===== src/hdl/wtp_pkg.sv =====
// Package for the three-voice wavetable song player.
// Holds table sizes, command and register codes, reset values and shared structs.
// No dependencies.
package wtp_pkg;

	localparam int SONG_DEPTH = 256;
	localparam int SONG_AW    = $clog2(SONG_DEPTH);
	localparam int SINE_DEPTH = 513;
	localparam int SINE_AW    = $clog2(SINE_DEPTH);

	localparam int IN_DATA_W  = 80;
	localparam int OUT_DATA_W = 88;

	localparam logic [15:0] PHASE_LIMIT       = 16'h803f;
	localparam logic [15:0] NOTE_TICKS_RESET  = 16'h07a1;
	localparam logic [8:0]  SONG_LENGTH_RESET = 9'd256;
	localparam logic [31:0] TPS_RESET         = 32'h0000_f424;

	localparam logic [1:0] CMD_TICK      = 2'd0;
	localparam logic [1:0] CMD_LOAD_SINE = 2'd1;
	localparam logic [1:0] CMD_LOAD_SONG = 2'd2;

	localparam logic [1:0] CFG_NOTE_TICKS       = 2'd0;
	localparam logic [1:0] CFG_SONG_LENGTH      = 2'd1;
	localparam logic [1:0] CFG_TICKS_PER_SECOND = 2'd2;

	typedef logic [SINE_AW-1:0] sine_idx_t;

	typedef struct packed {
		logic [15:0] voice3_step;
		logic [15:0] voice2_step;
		logic [15:0] voice1_step;
	} song_entry_t;

	typedef struct packed {
		logic [31:0] seconds;
		logic [31:0] subseconds;
		logic [7:0]  song_position;
	} timing_t;

endpackage


===== src/hdl/wtp_phase.sv =====
// Three phase accumulators; each step adds the note increment minus one.
// Depends on wtp_pkg.
module wtp_phase import wtp_pkg::*; (
	input  logic        clk,
	input  logic        arst_n,
	input  logic        en,
	input  song_entry_t steps,
	output sine_idx_t   sine_idx [3]
);

	logic [15:0] phase_q [3];
	logic [15:0] phase_d [3];
	logic [15:0] step    [3];

	assign step[0] = steps.voice1_step;
	assign step[1] = steps.voice2_step;
	assign step[2] = steps.voice3_step;

	always_comb begin
		for (int v = 0; v < 3; v++) begin
			phase_d[v] = phase_q[v] + step[v] - 16'd1;
			// clear once past the end of the sine table's span
			if (phase_d[v] > PHASE_LIMIT) begin
				phase_d[v] = '0;
			end
			sine_idx[v] = phase_d[v][15:6];
		end
	end

	always_ff @(posedge clk or negedge arst_n) begin
		if (!arst_n) begin
			for (int v = 0; v < 3; v++) begin
				phase_q[v] <= '0;
			end
		end else if (en) begin
			for (int v = 0; v < 3; v++) begin
				phase_q[v] <= phase_d[v];
			end
		end
	end

endmodule


===== config.mk =====
export PLATFORM = sky130hd
export DESIGN_NAME = wtp_phase
export DESIGN_NICKNAME = d
export VERILOG_FILES = /design/src/hdl/wtp_pkg.sv /design/src/hdl/wtp_phase.sv
export SDC_FILE = /design/constraint.sdc
export NUM_CORES = 1
export LEC_CHECK = 0
export CORE_MARGIN = 2
export CORE_UTILIZATION = 35
export CTS_CLUSTER_SIZE = 10
export DETAILED_ROUTE_END_ITERATION = 7
export DONT_BUFFER_PORTS = 1
export PLACE_DENSITY = 0.53
export SETUP_SLACK_MARGIN = 0.2
export SLEW_MARGIN = 10
export SYNTH_ARGS = -nofsm -noshare
export SYNTH_HDL_FRONTEND = slang
export SYNTH_SLANG_ARGS = --single-unit

===== constraint.sdc =====
create_clock -name clk -period 4.75 [get_ports clk]
set_input_delay 0.95 -clock clk [delete_from_list [all_inputs] [get_ports clk]]
set_output_delay 0.95 -clock clk [all_outputs]
set_load 0.01 [all_outputs]

==> results of run 1 <==
## cell usage after synthesis, drive strengths merged (4+ instances only)
master  number  area share, %
nor2b       11            1.1
and3         5           0.52
a21oi       44            3.7
nand2b       5           0.52
and2        10            1.0
xor2        18            2.6
inv        186             12
xnor2       17            2.6
nor2        64            4.0
dfrtp       48             20
nand3       10           0.91
o211a        4           0.79
nor3        14            1.2
o31ai       12            1.5
o211ai      11            1.4
nand2       37            2.3
a221oi       8            1.8
a211oi       8            1.1
a21o        17            2.1
a211o        4           0.58
mux2         9            1.7
a31o         7            1.0
nand4        5           0.62
ha          87             18
a31oi       18            1.9
buf         37            4.4
o21a         4           0.50
mux2i        5           0.83
o21ai       22            1.8
clkbuf      16           0.99
## routing by layer
layer	track usage, %	vias up	wire length [um]
met1	21.8	2290	6980
met3	2.62	11	537
met2	25.6	90	6350
met4	4.28	0	198
li1	-	2588	-
met5	0	-	0
## logic make-up after synthesis
family | Yosys count | share of synthesized area [%]
multiplexers | 14 | 2.51
AO/OA/AOI/OAI | 185 | 22.2
flip-flops | 48 | 19.9
adder cells (fa/ha/maj) | 90 | 19.0
XOR/XNOR | 35 | 5.20
buffers and inverters | 240 | 17.0
AND/OR/NAND/NOR | 174 | 14.2
## cell type report
type | count | area [sq um] | area share [%]
inverter | 187 | 702 | 10.8
sequential | 48 | 1200 | 18.4
multi-input combinational | 498 | 3940 | 60.4
tap | 225 | 282 | 4.31
timing repair buffer | 31 | 233 | 3.57
clock inverter | 2 | 35.0 | 0.537
clock buffer | 6 | 129 | 1.98
## cell usage in the layout (no fill, tap or decap), types with 4 or more instances in the layout
master     count
clkbuf_16      5
ha_1          85
o31ai_1       12
buf_4         31
a211oi_2       5
dfrtp_1       48
a221oi_2       6
nand2_1       36
and2_1        10
a21o_1        17
o211ai_1      11
nor2_2         7
nor3_1        14
o21a_1         4
and3_1         5
xnor2_1       14
nor2_1        57
a21oi_1       42
a31o_1         6
nand3_1        9
mux2i_1        5
nand4_1        4
o21ai_0       11
a31oi_1       18
nor2b_1        9
a211o_1        4
inv_1        186
nand2b_1       5
mux2_2         9
o21ai_1       11
xor2_1        16
## how the worst max path moves through the flow
| stage | startpoint | end | slack (ns) | depth (start not counted) |
|---|---|---|---|---|
| after floorplan | steps[18] | sine_idx[10] | 0.28 | 13 |
| after global placement | steps[18] | sine_idx[10] | 0.22 | 11 |
| after detailed placement | steps[33] | sine_idx[1] | 0.18 | 13 |
| after CTS | steps[18] | sine_idx[10] | 0.21 | 11 |
| after global routing | steps[33] | sine_idx[5] | 0.19 | 12 |
| final | steps[18] | sine_idx[10] | 0.32 | 11 |
## through the flow
step / worst slack, ns / cell area, sq um / hold slack, ns
3_5_place_dp: 0.179 / 6170 / 0.469
3_3_place_gp: 0.223 / 6170 / 0.463
6_report: 0.319 / 6530 / 0.327
5_1_grt: 0.192 / 6530 / 0.313
2_1_floorplan: 0.282 / 6040 / 0.443
4_1_cts: 0.206 / 6360 / 0.313
## what timing repair did
action | in CTS | in global routing
resized for setup | 4 | 21
pin swaps | 1 | 8
endpoints found under the setup margin | 3 | 30
setup buffers | 0 | 9
## worst max-delay path: cells and delay by family
| family | cells | cell delay, ns |
|---|---|---|
| AOI/OAI and AO/OA | 4 | 1.07 |
| and+or+nand+nor | 3 | 0.78 |
| adders and majority gates | 2 | 0.57 |
| buffers and inverters | 2 | 0.10 |
==> results.json, run 1 <==
{
  "r2r-start": "phase_q[1]",
  "dp_hpwl_um": 11000,
  "synthCells": 786,
  "synthArstFlopShare_pct": 100,
  "netlist_area_sq_um": 6040,
  "worstSetupPathType": "in2out",
  "cts_tree": "yes",
  "drtIter0Drc": 222,
  "drtPass1Iterations": 6,
  "largest_reg_flops": 48,
  "ys_seq_area_share_pct": 19.9,
  "final_util_pct": 38.3,
  "overflow": 0,
  "synth_warnings": 0,
  "cts_root_buf": "clkbuf_16",
  "regToRegEndpoint": "phase_q[3]",
  "period_minus_slack_ns": 4.43,
  "hp-class": "in2async",
  "cp_max_fo": 4,
  "maxSlewHeadroom_pct": 59.1,
  "crit_required_ns": 3.80,
  "holdBufCountCts": 0,
  "slew_violations": 0,
  "grt_pass1_vias": 4793,
  "clk_pin_slew_ns": 0.08,
  "cts-htree-levels": 2,
  "start_kind": "primary input",
  "synthDistinctLibCells": 74,
  "cts.sinks": 48,
  "r2r_cells": 15,
  "synth_flop_cell": "dfrtp_1",
  "finalWeightedCongestion": 0.848,
  "antenna_found_initial": 0,
  "ant_nets": 0,
  "crit_top_cell": "inv_1",
  "yosys_register_bits": 48,
  "synth.avg_cell_area_sq_um": 7.69,
  "synth_edf_count": 0,
  "die_x_um": 135,
  "die_area_sq_um": 18300,
  "wl_per_cell_um": 14.1,
  "drv_cap": 0,
  "num_antenna_cells": 0,
  "drive_above_1_share_pct": 11.7,
  "fill_cells": 1818,
  "io_pins": 81,
  "die_height_um": 135,
  "fin_cells": 997,
  "synthesis.nets": 927,
  "finalCritPeriodShare_pct": 93.3,
  "tns_ns": 0,
  "fmax_ghz": 0.226,
  "avgViaCountPerCell": 4.99,
  "grt_pass1_wl_um": 23300,
  "status": "finished, final reports clean",
  "drt_wl_total_um": 14100,
  "area_delta_synth_final_pct": 7.99,
  "critPathCaptureType": "output pin",
  "cp_slowest_cell": "or4_4",
  "slowest_delay_ns": 0.49,
  "drc": 0,
  "cts.path.max_buffers": 2,
  "std_cell_rows": 48,
  "rrSetupSlack_ns": 1.59,
  "num_vias": 4979,
  "setup_viol_count_final": 0,
  "dp.cells": 980,
  "grt_start_max_net_pins": 61,
  "worst_ep_arrival_time_ns": 3.48,
  "clock_latency_ns": 0.31,
  "rsz0062_at_grt": "true",
  "fin_skew_ns": 0.0128,
  "largest_register": "phase_q",
  "crit_chain": "inv_1, ha_4, inv_1, ha_1, a211o_1, a221o_1, or4_4, nand3_2, o211a_4, nand4b_4, a21oi_4",
  "grt_usage_pct": 15.8,
  "start_util_pct": 35.4,
  "portBuffers": 0,
  "core_sq_um": 17100,
  "hold_violations": 0,
  "numCtsBuffers": 5,
  "reg_top3": "phase_q (48)",
  "worst_pin_slew_ns": 0.606,
  "fin_nets": 912
}
Power of run 1 is not shown: default switching activity piles up to over one toggle a cycle in this logic, so the estimate is an artifact.
==> inputs of run 2 (changes only) <==
--- a/config.mk
+++ b/config.mk
@@ -5,12 +5,14 @@
 export SDC_FILE = /design/constraint.sdc
 export NUM_CORES = 1
 export LEC_CHECK = 0
+export CELL_PAD_IN_SITES_DETAIL_PLACEMENT = 1
+export CELL_PAD_IN_SITES_GLOBAL_PLACEMENT = 2
 export CORE_MARGIN = 2
 export CORE_UTILIZATION = 35
 export CTS_CLUSTER_SIZE = 10
 export DETAILED_ROUTE_END_ITERATION = 7
 export DONT_BUFFER_PORTS = 1
-export PLACE_DENSITY = 0.53
+export PLACE_DENSITY = 0.8
 export SETUP_SLACK_MARGIN = 0.2
 export SLEW_MARGIN = 10
 export SYNTH_ARGS = -nofsm -noshare
==> run 2 against run 1 <==
  * Worst hold slack improved by 0.011 ns
  * Register-to-register slack got worse by 0.19 ns
  * Largest cell class unchanged
  * Maximum frequency fell by 0.40%
  * Clock-buffer cell count grew 1
  * Sequential share of layout area hardly changed
  * Critical path depth unchanged
  * Highest routed layer unchanged
==> results.json, run 2 (same netlist as run 1, synthesis figures left out) <==
{
  "num_vias": 5112,
  "largest_register": "phase_q",
  "reg_top3": "phase_q (48)",
  "worstSetupPathType": "in2out",
  "largest_reg_flops": 48,
  "final_util_pct": 38.2,
  "fin_nets": 904,
  "area_delta_synth_final_pct": 7.89,
  "io_pins": 81,
  "cts_tree": "yes",
  "crit_end": "sine_idx[10]",
  "hp-class": "in2async",
  "setup_viol_count_final": 0,
  "cts-htree-levels": 2,
  "r2r-start": "phase_q[18]",
  "wl_per_cell_um": 16.4,
  "std_cell_rows": 48,
  "grt_usage_pct": 18.3,
  "clk_pin_slew_ns": 0.07,
  "fill_cells": 2090,
  "tns_ns": 0,
  "r2r_cells": 13,
  "crit_required_ns": 3.80,
  "critPathCaptureType": "output pin",
  "start_kind": "primary input",
  "finalCritPeriodShare_pct": 93.7,
  "die_height_um": 135,
  "mostFrequentLayoutCell": "inv_1",
  "grt_start_max_net_pins": 61,
  "worst_ep_arrival_time_ns": 3.50,
  "worst_pin_slew_ns": 0.576,
  "drtPass1Iterations": 4,
  "cts.path.max_buffers": 2,
  "mostFrequentLayoutCells": "inv_1, ha_1, nor2_1",
  "startpoint": "steps[18]",
  "cp_max_fo": 5,
  "die_area_sq_um": 18300,
  "period_minus_slack_ns": 4.45,
  "portBuffers": 0,
  "grt_pass1_vias": 5523,
  "numCtsBuffers": 5,
  "die_x_um": 135,
  "num_antenna_cells": 0,
  "finalWeightedCongestion": 0.854,
  "dp_hpwl_um": 13000,
  "drv_cap": 0,
  "grt_pass1_wl_um": 27200,
  "status": "finished, final reports clean",
  "slew_violations": 0,
  "rrSetupSlack_ns": 1.40,
  "ant_nets": 0,
  "start_util_pct": 35.4,
  "rsz0062_at_grt": "true",
  "avgViaCountPerCell": 5.17,
  "antenna_found_initial": 0,
  "cts_root_buf": "clkbuf_16",
  "drive_above_1_share_pct": 11.9,
  "hold_violations": 0,
  "regToRegEndpoint": "phase_q[16]",
  "drc": 0,
  "fin_skew_ns": 0.00846,
  "core_sq_um": 17100,
  "maxSlewHeadroom_pct": 61.4,
  "drt_wl_total_um": 16200,
  "clock_latency_ns": 0.30,
  "fmax_ghz": 0.225,
  "cts.sinks": 48,
  "overflow": 0,
  "drtIter0Drc": 163
}
run 2: per-stage QoR:
step,hold WS (ns),setup slack [ns],cells,cell area (sq um)
global placement,0.463,0.188,975,6130
global route,0.317,0.182,988,6520
floorplan,0.443,0.282,786,6040
finish,0.338,0.301,988,6520
CTS,0.324,0.179,984,6330
detailed placement,0.476,0.117,975,6130
run 2: worst min path at each step:
stage | from | to | depth (start not counted)
final | arst_n | phase_q[22] | 0
after global routing | arst_n | phase_q[4] | 0
after CTS | arst_n | phase_q[16] | 0
after detailed placement | phase_q[42] | phase_q[42] | 2
after global placement | phase_q[25] | phase_q[25] | 2
after floorplan | phase_q[26] | phase_q[26] | 2
run 2: what timing repair did:
| action | 4_1_cts | 5_1_grt |
|---|---|---|
| hold buffers | 0 | 0 |
| endpoints found under the setup margin | 11 | 28 |
| buffers inserted | 2 | 4 |
| gates resized for setup | 6 | 36 |
| pin swaps | 2 | 9 |
run 2: worst max-delay path, cell delays in order:
cell and delay [ns]:
inv_1 0.04, ha_4 0.27, inv_1 0.04, ha_1 0.30, a211o_1 0.32, a221o_1 0.39, or4_4 0.50, nand3_2 0.12
o211a_4 0.17, nand4b_4 0.16, a21oi_4 0.22
run 2: final cells by class:
class / instances / area [sq um] / area share (%)
multi-input combinational: 498 / 4010 / 61.4
clock buffer: 7 / 153 / 2.34
inverter: 187 / 702 / 10.8
timing repair buffer: 23 / 176 / 2.71
sequential: 48 / 1200 / 18.4
tap: 225 / 282 / 4.32
run 2: per-layer routing:
metal | routed length (um) | track usage, %
met3 | 665 | 3.89
met2 | 8070 | 32.8
met4 | 193 | 3.94
met5 | 0 | 0
met1 | 7280 | 22.5
Power of run 2 is left out for the same reason.
