[config.mk]
export PLATFORM = sky130hd
export DESIGN_NAME = wtp_sequencer
export DESIGN_NICKNAME = d
export VERILOG_FILES = /design/src/hdl/wtp_pkg.sv /design/src/hdl/wtp_sequencer.sv
export SDC_FILE = /design/constraint.sdc
export NUM_CORES = 1
export LEC_CHECK = 0
export ABC_AREA = 1
export BUFFER_PORTS_ARGS = -buffer_cell sky130_fd_sc_hd__buf_4
export CAP_MARGIN = 20
export CELL_PAD_IN_SITES_DETAIL_PLACEMENT = 0
export CELL_PAD_IN_SITES_GLOBAL_PLACEMENT = 2
export CORE_AREA = 2 2 201 203
export CTS_CLUSTER_SIZE = 16
export DETAILED_ROUTE_END_ITERATION = 8
export DIE_AREA = 0 0 203 205
export PLACE_DENSITY_LB_ADDON = 0.1
export SLEW_MARGIN = 10
export SYNTH_ARGS = -nofsm -noshare
export SYNTH_HDL_FRONTEND = slang
export SYNTH_SLANG_ARGS = --single-unit
[constraint.sdc]
create_clock -name clk -period 3.13 [get_ports clk]
set_input_delay 0.1565 -clock clk [delete_from_list [all_inputs] [get_ports clk]]
set_output_delay 0.1565 -clock clk [all_outputs]
set_load 0.005 [all_outputs]
[src/hdl/wtp_pkg.sv]
// Package for the three-voice wavetable song player.
// Holds table sizes, command and register codes, reset values and shared structs.
// No dependencies.
package wtp_pkg;

	localparam int SONG_DEPTH = 256;
	localparam int SONG_AW    = $clog2(SONG_DEPTH);
	localparam int SINE_DEPTH = 513;
	localparam int SINE_AW    = $clog2(SINE_DEPTH);

	localparam int IN_DATA_W  = 80;
	localparam int OUT_DATA_W = 88;

	localparam logic [15:0] PHASE_LIMIT       = 16'h803f;
	localparam logic [15:0] NOTE_TICKS_RESET  = 16'h07a1;
	localparam logic [8:0]  SONG_LENGTH_RESET = 9'd256;
	localparam logic [31:0] TPS_RESET         = 32'h0000_f424;

	localparam logic [1:0] CMD_TICK      = 2'd0;
	localparam logic [1:0] CMD_LOAD_SINE = 2'd1;
	localparam logic [1:0] CMD_LOAD_SONG = 2'd2;

	localparam logic [1:0] CFG_NOTE_TICKS       = 2'd0;
	localparam logic [1:0] CFG_SONG_LENGTH      = 2'd1;
	localparam logic [1:0] CFG_TICKS_PER_SECOND = 2'd2;

	typedef logic [SINE_AW-1:0] sine_idx_t;

	typedef struct packed {
		logic [15:0] voice3_step;
		logic [15:0] voice2_step;
		logic [15:0] voice1_step;
	} song_entry_t;

	typedef struct packed {
		logic [31:0] seconds;
		logic [31:0] subseconds;
		logic [7:0]  song_position;
	} timing_t;

endpackage

[src/hdl/wtp_sequencer.sv]
// Note sequencer and seconds clock, plus the configuration registers.
// Depends on wtp_pkg.
module wtp_sequencer import wtp_pkg::*; (
	input  logic        clk,
	input  logic        arst_n,
	input  logic        cfg_we,
	input  logic [1:0]  cfg_index,
	input  logic [31:0] cfg_data,
	input  logic        tick,
	output logic [7:0]  note_index,
	output timing_t     timing_next
);

	logic [15:0] note_ticks_q;
	logic [8:0]  song_length_q;
	logic [31:0] tps_q;
	logic [15:0] note_timer_q;
	logic [7:0]  note_index_q;
	logic [31:0] seconds_q;
	logic [31:0] subseconds_q;

	logic [15:0] timer_d;
	logic [7:0]  index_d;
	logic [8:0]  index_inc;
	logic [31:0] sub_inc;
	logic [31:0] seconds_d;
	logic [31:0] sub_d;

	always_comb begin
		index_inc = {1'b0, note_index_q} + 9'd1;
		if (note_timer_q < note_ticks_q) begin
			timer_d = note_timer_q + 16'd1;
			index_d = note_index_q;
		end else begin
			timer_d = '0;
			if (index_inc >= song_length_q || 32'(index_inc) >= SONG_DEPTH
					|| index_inc > 9'd255) begin
				index_d = '0;
			end else begin
				index_d = index_inc[7:0];
			end
		end

		sub_inc = subseconds_q + 32'd1;
		if (sub_inc >= tps_q) begin
			sub_d     = '0;
			seconds_d = seconds_q + 32'd1;
		end else begin
			sub_d     = sub_inc;
			seconds_d = seconds_q;
		end
	end

	always_ff @(posedge clk or negedge arst_n) begin
		if (!arst_n) begin
			note_ticks_q  <= NOTE_TICKS_RESET;
			song_length_q <= SONG_LENGTH_RESET;
			tps_q         <= TPS_RESET;
		end else if (cfg_we) begin
			case (cfg_index)
				CFG_NOTE_TICKS:       note_ticks_q  <= cfg_data[15:0];
				CFG_SONG_LENGTH:      song_length_q <= cfg_data[8:0];
				CFG_TICKS_PER_SECOND: tps_q         <= cfg_data;
				default: ;
			endcase
		end
	end

	always_ff @(posedge clk or negedge arst_n) begin
		if (!arst_n) begin
			note_timer_q <= '0;
			note_index_q <= '0;
			seconds_q    <= '0;
			subseconds_q <= '0;
		end else if (tick) begin
			note_timer_q <= timer_d;
			note_index_q <= index_d;
			seconds_q    <= seconds_d;
			subseconds_q <= sub_d;
		end
	end

	assign note_index                = note_index_q;
	assign timing_next.seconds       = seconds_d;
	assign timing_next.subseconds    = sub_d;
	assign timing_next.song_position = index_d;

endmodule

==> results of run 1 <==
## area by class of cell
cell class	count	area share, %
sequential	145	25.2
inverter	178	4.65
timing repair buffer	303	19.1
tap	525	4.53
multi-input combinational	1023	41.9
clock buffer	20	3.15
clock inverter	12	1.41
## through the flow
| step | instances | hold WS [ps] | power [mW] | util [%] | setup TNS [ps] |
|---|---|---|---|---|---|
| 2_1_floorplan | 1388 | -139 | 3.56 | - | 0 |
| 3_3_place_gp | 2110 | 245 | 4.59 | 30.9 | -37940 |
| 3_5_place_dp | 2110 | 243 | 4.61 | 30.9 | -35550 |
| 4_1_cts | 2176 | 5.62 | 7.26 | 34.3 | -40620 |
| 5_1_grt | 2206 | 31.4 | 7.89 | 36.8 | -75700 |
| 6_report | 2206 | 19.2 | 7.36 | 36.8 | -47640 |
## kinds of logic (layout without fill, tap and decap cells)
| logic type | after synthesis | count (layout) | synth area share [%] |
|---|---|---|---|
| AND/OR/NAND/NOR | 774 | 774 | 34.1 |
| AO/OA/AOI/OAI | 137 | 137 | 7.33 |
| buffers and inverters | 220 | 513 | 8.72 |
| flip-flops | 145 | 145 | 37.3 |
| adder cells (fa/ha/maj) | 61 | 61 | 7.81 |
| XOR/XNOR | 51 | 51 | 4.72 |
## layer usage
metal / part of all wire [%] / up-vias
met5: 0 / -
met4: 0.95 / 0
met3: 2.7 / 22
met2: 48 / 108
met1: 49 / 4338
li1: - / 4918
## state kept, by name, indices dropped and copies added, names as in the netlist
register	cells
note_timer_q	16
song_length_q	9
seconds_q	32
subseconds_q	32
note_ticks_q	16
tps_q	32
note_index	8
## worst paths after layout
check                                 from               end  slack [ps]  cells after the start
max                        subseconds_q[1]   timing_next[58]        -670                     21
min                           cfg_data[10]         tps_q[10]          20                      3
max reg2reg                subseconds_q[1]      seconds_q[7]        -370                     25
min reg2reg                      tps_q[11]         tps_q[11]         480                      2
max in group asynchronous           arst_n  note_ticks_q[10]        1910                      3
min in group asynchronous           arst_n         tps_q[29]         290                      2
## layout by cell type, fill, tap and decap left out, types with 4 or more instances in the layout
cell / n
nand2_1: 382
buf_4: 226
inv_1: 171
dfrtp_1: 127
nor2_1: 115
ha_1: 59
nand2_2: 57
o21ai_0: 57
nand3_1: 45
a21oi_1: 36
buf_6: 36
nand2_4: 34
xor2_1: 33
o21ai_1: 31
nor2_2: 25
nand4_1: 21
nand3_2: 20
clkbuf_16: 20
dlygate4sd3_1: 20
nor3_1: 17
nor2_4: 16
dfstp_2: 14
xnor2_1: 12
buf_12: 11
nor3_4: 10
nor3_2: 10
xor2_2: 6
nand3b_1: 6
nand3_4: 5
bufinv_16: 5
buf_16: 4
dfrtp_2: 4
## power breakdown
group | leakage, nW | switching [mW] | internal, mW | total [mW]
Clock | 0.325 | 0.920 | 1.46 | 2.39
Combinational | 5.37 | 1.36 | 1.22 | 2.59
Sequential | 1.85 | 0.224 | 2.16 | 2.39
Total | 7.54 | 2.51 | 4.85 | 7.36
## what timing repair did
item,4_1_cts,5_1_grt
setup endpoints to repair,136,136
cloned,4,3
setup buffers,11,27
hold buffers,20,0
pin swaps,6,48
gates resized for setup,83,196
endpoints found under the hold margin,76,0
## critical path: stages (launching register included)
cell and delay [ps]:
dfrtp_1 390, ha_2 200, nand2_2 80, nor2_4 140, nand2_4 90, nor3_4 250
buf_6 150, nand2_4 60, nor2_4 90, xor2_2 90, ha_1 300, nand2_2 60
nor2_4 100, nand4_1 210, nor2_4 210, nand2_4 100, nand2_8 130, buf_12 120
clkbuf_16 160, nand2_1 70, nand2_2 80, buf_4 110
==> summary.md, run 1 <==
| Metric | Value |
|---|---|
| Outcome | `finished with violations` |
| Violated checks | `negative setup slack` |
| Maximum fanout along the worst path | `8` |
| Die area | `between 0.04 and 0.05 mm²` |
| Yosys cell types | `40` |
| CP Data Arrival Time | `roughly 3600 ps` |
| Sequential element share of the synthesized area | `a little under two fifths` |
| Core box area | `a little under 0.04 mm²` |
| Cell with the most instances after synthesis | `nand2_1` |
| GRT met1 Usage | `a little under a quarter` |
| Die X | `between 200 and 250 µm` |
| Multi-input logic area | `approximately 0.006 mm²` |
| Nets | `between 1,500 and 2,000` |
| Initial drt markers | `just under 400` |
| GR Layer Usage met2 | `28.7%` |
| Fin crit period | `roughly 3800 ps` |
| Final period util | `121%` |
| # diodes | `0` |
| F_max | `between 0.2 and 0.3 GHz` |
| # DRC | `0` |
| Clock skew | `12.0 ps` |
| CTS tree | `built` |
| Initial antenna violation count | `0` |
| Post-synth EDFFs | `0` |
| Max VDD drop | `0.000353 V` |
| Pins over their slew limit | `0` |
| Leakage power | `between 7 and 8 nW` |
| List of most frequent post-synthesis cells | `nand2_1 (466), inv_1 (173), nor2_1 (140), dfrtp_1 (131), o21ai_0 (74)` |
| Slew margin rel. | `between 30% and 40%` |
| Via/cell ratio | `between 4 and 5` |
| RSZ-0062 raised after global routing | `true` |
| Critical path class | `flip-flop to output pin` |
| Dpl ws | `-490 ps` |
| First-pass GRT wire length | `roughly 54,000 µm` |
| Share of layout cells above drive strength 1 | `between 30% and 40%` |
| Endpoint class of the critical path | `output pin` |
| Root buffer cell | `clkbuf_16` |
| Met3 global-route usage | `around 2.7%` |
| GRT Overall Usage | `between 10% and 20%` |
| Flops & latches, synth | `approximately 150` |
| Post-DRT Antenna Nets | `0` |
| Worst hold path type | `input pin to flip-flop` |
| CTS Buffer Depth | `2` |
| I/O pin count | `~120` |
| Post-layout instance area | `0.0145 mm²` |
| CTS H-tree lvls | `4` |
| Critical path data required time | `roughly 3000 ps` |
| DR vias | `between 9,000 and 10,000` |
| Sequential cell area | `0.00365 mm²` |
| Synth warn | `0` |
| Vias in the first global route | `approximately 9,300` |
| Post-DP Area | `approximately 0.012 mm²` |
| Worst slew pin tran | `974 ps` |
| Synthesized area per cell | `7.04 µm²` |
| Top cell type's share of synthesized area | `33.5%` |
| Detail Placement HPWL | `between 20,000 and 30,000 µm` |
| # Max-Cap Violations | `0` |
| # fillers | `approximately 4,200` |
| FFs w/ async S/R, synth | `100%` |
| Synth Net Count | `1,487` |
| Synth area leaders | `dfrtp_1 (34%), nand2_1 (18%), ha_1 (7.8%)` |
| Placer Congestion | `about 0.83` |
| Worst-path clk slew | `70 ps` |
| Top_reg_cell synth | `dfrtp_1` |
| Latest clock arrival within the worst-skew pair | `450 ps` |
| Startpoint types | `flip-flop` |
| Avg WL per Cell | `15.8 µm` |
| Clk sinks | `~150` |
| Rows | `between 70 and 80` |
| Port bufs | `about 120` |
| Initial Util | `24.8%` |
| Grt ovf | `0` |
| Layer with the highest usage | `met2` |
| Largest area contributor in the netlist | `dfrtp_1` |
| CTS buffer count | `17` |
| Final Setup Violations | `between 100 and 150` |
| DRT Pass-1 Iters | `5` |
| Post-Synthesis Cells | `1,388` |
| Area grow syn2layout | `48.2%` |
| Hold Vio Cnt, Final | `0` |
| Syn Std Cell Area | `between 0.009 and 0.01 mm²` |
| Setup WS post-layout | `-671 ps` |
| DIE HEIGHT | `205 µm` |
| Detailed Route WL | `34,800 µm` |
| Pwr per Cell Area | `between 500 and 600 mW/mm²` |
| Pin count of the biggest net entering global routing | `a little over 70` |
(Power assumes the default switching activity.)
==> run 2, diff against run 1 <==
--- a/config.mk
+++ b/config.mk
@@ -10,10 +10,10 @@
 export CAP_MARGIN = 20
 export CELL_PAD_IN_SITES_DETAIL_PLACEMENT = 0
 export CELL_PAD_IN_SITES_GLOBAL_PLACEMENT = 2
-export CORE_AREA = 2 2 201 203
+export CORE_AREA = 2 2 176 178
 export CTS_CLUSTER_SIZE = 16
 export DETAILED_ROUTE_END_ITERATION = 8
-export DIE_AREA = 0 0 203 205
+export DIE_AREA = 0 0 178 180
 export PLACE_DENSITY_LB_ADDON = 0.1
 export SLEW_MARGIN = 10
 export SYNTH_ARGS = -nofsm -noshare
==> run 2 against run 1 <==
Compared with the run above:
- the run still ends with negative setup slack left
- hold slack better by 5.9 ps
- sequential power hardly changed
- core utilization grew 9.8 points
- setup slack better by 200 ps
- combinational power rose by 2%
- maximum frequency up 5.5%
- critical path type unchanged
==> summary.md, run 2 (synthesis results as in run 1) <==
| Metric | Value |
|---|---|
| Worst slew pin tran | `913 ps (was 974 ps)` |
| RR Endpoint | `subseconds_q[31] (was seconds_q[7])` |
| Leakage power | `7.21 nW (was 7.54 nW)` |
| Fin crit period | `3600 ps (was 3800 ps)` |
| Most common cell after layout, fill and taps aside | `nand2_1 (unchanged)` |
| I/O pin count | `118 (unchanged)` |
| Outcome | `finished with violations (unchanged)` |
| Pin count of the biggest net entering global routing | `68 (was 72)` |
| Grt ovf | `0 (unchanged)` |
| FF-to-FF setup slack | `-80 ps (was -370 ps)` |
| Worst-path clk slew | `70 ps (about the same)` |
| Rows | `64 (was 73)` |
| Critical path class | `flip-flop to output pin (unchanged)` |
| WP buf/inv | `5 (was 4)` |
| Placer Congestion | `0.829 (was 0.830)` |
| Maximum fanout along the worst path | `8 (unchanged)` |
| Final period util | `115% (was 121%)` |
| DIE HEIGHT | `180 µm (was 205 µm)` |
| WHS | `25.1 ps (was 19.2 ps)` |
| CTS Buffer Depth | `2 (unchanged)` |
| DRT Pass-1 Iters | `5 (unchanged)` |
| Die X | `178 µm (was 203 µm)` |
| Die area | `0.0320 mm² (was 0.0416 mm²)` |
| Pins over their slew limit | `0 (unchanged)` |
| RSZ-0062 raised after global routing | `true (unchanged)` |
| CTS buffer count | `17 (unchanged)` |
| CP max stage cell | `dfrtp_1 (unchanged)` |
| Crit-path max cell delay | `410 ps (was 390 ps)` |
| Placed insts | `1,950 (was 2,110)` |
| # fillers | `3,036 (was 4,218)` |
| Clock skew | `11.6 ps (was 12.0 ps)` |
| DR vias | `9,397 (was 9,386)` |
| Reg-to-reg critical path startpoint | `subseconds_q[0] (was subseconds_q[1])` |
| Dpl ws | `-239 ps (was -490 ps)` |
| # diodes | `0 (unchanged)` |
| Root buffer cell | `clkbuf_16 (unchanged)` |
| Worst hold path type | `input pin to flip-flop (unchanged)` |
| CP delay by family, top | `simple AND/OR/NAND/NOR gates (unchanged)` |
| Pwr Total | `7.10 mW (was 7.36 mW)` |
| CTS H-tree lvls | `4 (unchanged)` |
| Post-layout instance area | `0.0141 mm² (was 0.0145 mm²)` |
| Violated checks | `negative setup slack (unchanged)` |
| Clk sinks | `145 (unchanged)` |
| Hold path startpoint | `cfg_data[11] (was cfg_data[10])` |
| Pwr per Cell Area | `505 mW/mm² (was 508 mW/mm²)` |
| Critical path data required time | `2970 ps (about the same)` |
| Initial drt markers | `438 (was 388)` |
| Detailed Route WL | `30,200 µm (was 34,800 µm)` |
| Port bufs | `117 (unchanged)` |
| First-pass GRT wire length | `48,800 µm (was 54,000 µm)` |
| Fin util | `46.6% (was 36.8%)` |
| # DRC | `0 (unchanged)` |
| Vias in the first global route | `9,068 (was 9,348)` |
| Cells along the critical path | `buf_6 -> nand3_4 -> nor2_4 -> nand2_4 -> nor2_4 -> nand2_4 -> nor2_4 -> nand2_2 -> nand2_4 -> inv_4 -> ha_4 -> a21oi_2 -> o21a_1 -> a21oi_4 -> nor2_4 -> nand2_8 -> buf_12 -> clkbuf_16 -> nand2_1 -> nand2_1 -> buf_4 (was ha_2 -> nand2_2 -> nor2_4 -> nand2_4 -> nor3_4 -> buf_6 -> nand2_4 -> nor2_4 -> xor2_2 -> ha_1 -> nand2_2 -> nor2_4 -> nand4_1 -> nor2_4 -> nand2_4 -> nand2_8 -> buf_12 -> clkbuf_16 -> nand2_1 -> nand2_2 -> buf_4)` |
| CP Data Arrival Time | `3450 ps (was 3640 ps)` |
| GRT Overall Usage | `19.4% (was 17.0%)` |
| Largest registers | `seconds_q x32, subseconds_q x32, tps_q x32 (unchanged)` |
| Avg WL per Cell | `14.8 µm (was 15.8 µm)` |
| Final Setup Violations | `66 (was 125)` |
| # Max-Cap Violations | `0 (unchanged)` |
| Post-DRT Antenna Nets | `0 (unchanged)` |
| Max VDD drop | `0.000381 V (was 0.000353 V)` |
| Startpoint types | `flip-flop (unchanged)` |
| Initial Util | `32.4% (was 24.8%)` |
| Latest clock arrival within the worst-skew pair | `440 ps (was 450 ps)` |
| Share of layout cells above drive strength 1 | `32.5% (was 31.8%)` |
| Hold endpoint | `tps_q[11] (was tps_q[10])` |
| Via/cell ratio | `4.61 (was 4.25)` |
| Slew margin rel. | `39.0% (was 34.9%)` |
| F_max | `0.278 GHz (was 0.263 GHz)` |
| Hold Path Stages | `3 (unchanged)` |
| Cell Count, Final, Fillers Out | `2,038 (was 2,206)` |
| Commonest non-fill, non-tap cells in the layout | `nand2_1 (383), buf_4 (195), inv_1 (164), dfrtp_1 (127), nor2_1 (98) (was nand2_1 (382), buf_4 (226), inv_1 (171), dfrtp_1 (127), nor2_1 (115))` |
| Initial antenna violation count | `0 (unchanged)` |
| Endpoint class of the critical path | `output pin (unchanged)` |
| Post-DP Area | `0.0117 mm² (was 0.0122 mm²)` |
| Setup WS post-layout | `-472 ps (was -671 ps)` |
| Hold Vio Cnt, Final | `0 (unchanged)` |
| Setup TNS | `-26,300 ps (was -47,640 ps)` |
| Reg2Reg Depth | `23 (was 25)` |
| CTS tree | `built (unchanged)` |
| Area grow syn2layout | `43.9% (was 48.2%)` |
| Most frequent CP cell | `nor2_4 (unchanged)` |
| Detail Placement HPWL | `21,900 µm (was 26,000 µm)` |
| Core box area | `0.0302 mm² (was 0.0394 mm²)` |
| Nets | `1,728 (was 1,767)` |
==> run 2: cell types whose count changed in the layout (fill, tap and decap cells not counted), sizes merged <==
| cell | before | now |
|---|---|---|
| clkbuf | 23 | 20 |
| dlygate4sd3 | 20 | 21 |
| bufinv | 5 | 1 |
| bufbuf | 1 | 0 |
| clkinv | 7 | 9 |
| buf | 279 | 242 |
| inv | 177 | 180 |
==> run 2: routing by layer <==
metal	vias to the layer above	share of wire, %	GRT usage, %
met5	-	0	0
met4	0	1.2	4.72
met3	22	2.4	2.71
met2	115	47	31.5
met1	4412	49	27.1
li1	4848	-	-
==> run 2: repair_timing <==
item	CTS	global route
setup buffers	7	29
endpoints found under the hold margin	67	0
hold buffers	21	0
endpoints found under the setup margin	136	136
pin swaps	12	54
gates resized for setup	82	251
gates cloned	2	1
==> run 2: final cells by class <==
| class | instances | area, µm² | share of cell area (%) |
|---|---|---|---|
| flip-flops and latches | 145 | 3650 | 26.0 |
| repair buffers | 264 | 2320 | 16.5 |
| clock buffers | 19 | 453 | 3.22 |
| multi-input cells | 1023 | 6330 | 45.0 |
| inverters | 178 | 683 | 4.86 |
| well taps | 396 | 495 | 3.52 |
| clock inverters | 13 | 126 | 0.898 |
==> run 2: worst max-delay path by stage <==
stage / startpoint / to / slack, ps / cells past startpoint
final: subseconds_q[0] / timing_next[43] / -470 / 21
after global routing: subseconds_q[0] / timing_next[19] / -700 / 24
after CTS: subseconds_q[0] / timing_next[19] / -540 / 22
after detailed placement: subseconds_q[0] / timing_next[40] / -240 / 22
after global placement: subseconds_q[0] / timing_next[40] / -240 / 22
after floorplan: subseconds_q[0] / timing_next[40] / 230 / 19
==> run 2: power breakdown <==
group | leakage (nW) | internal [mW] | total, mW | switching, mW
registers | 1.85 | 2.17 | 2.40 | 0.229
clock network | 0.285 | 1.15 | 2.06 | 0.909
logic | 5.07 | 1.25 | 2.65 | 1.39
total | 7.21 | 4.57 | 7.10 | 2.53
==> run 2: worst register-to-register path: cells and delay by family (launching register included) <==
kind,cells,cell delay [ps]
compound gates,1,80
fa+ha+maj,1,270
buf+inv,5,620
simple gates,16,1680
flops,1,410
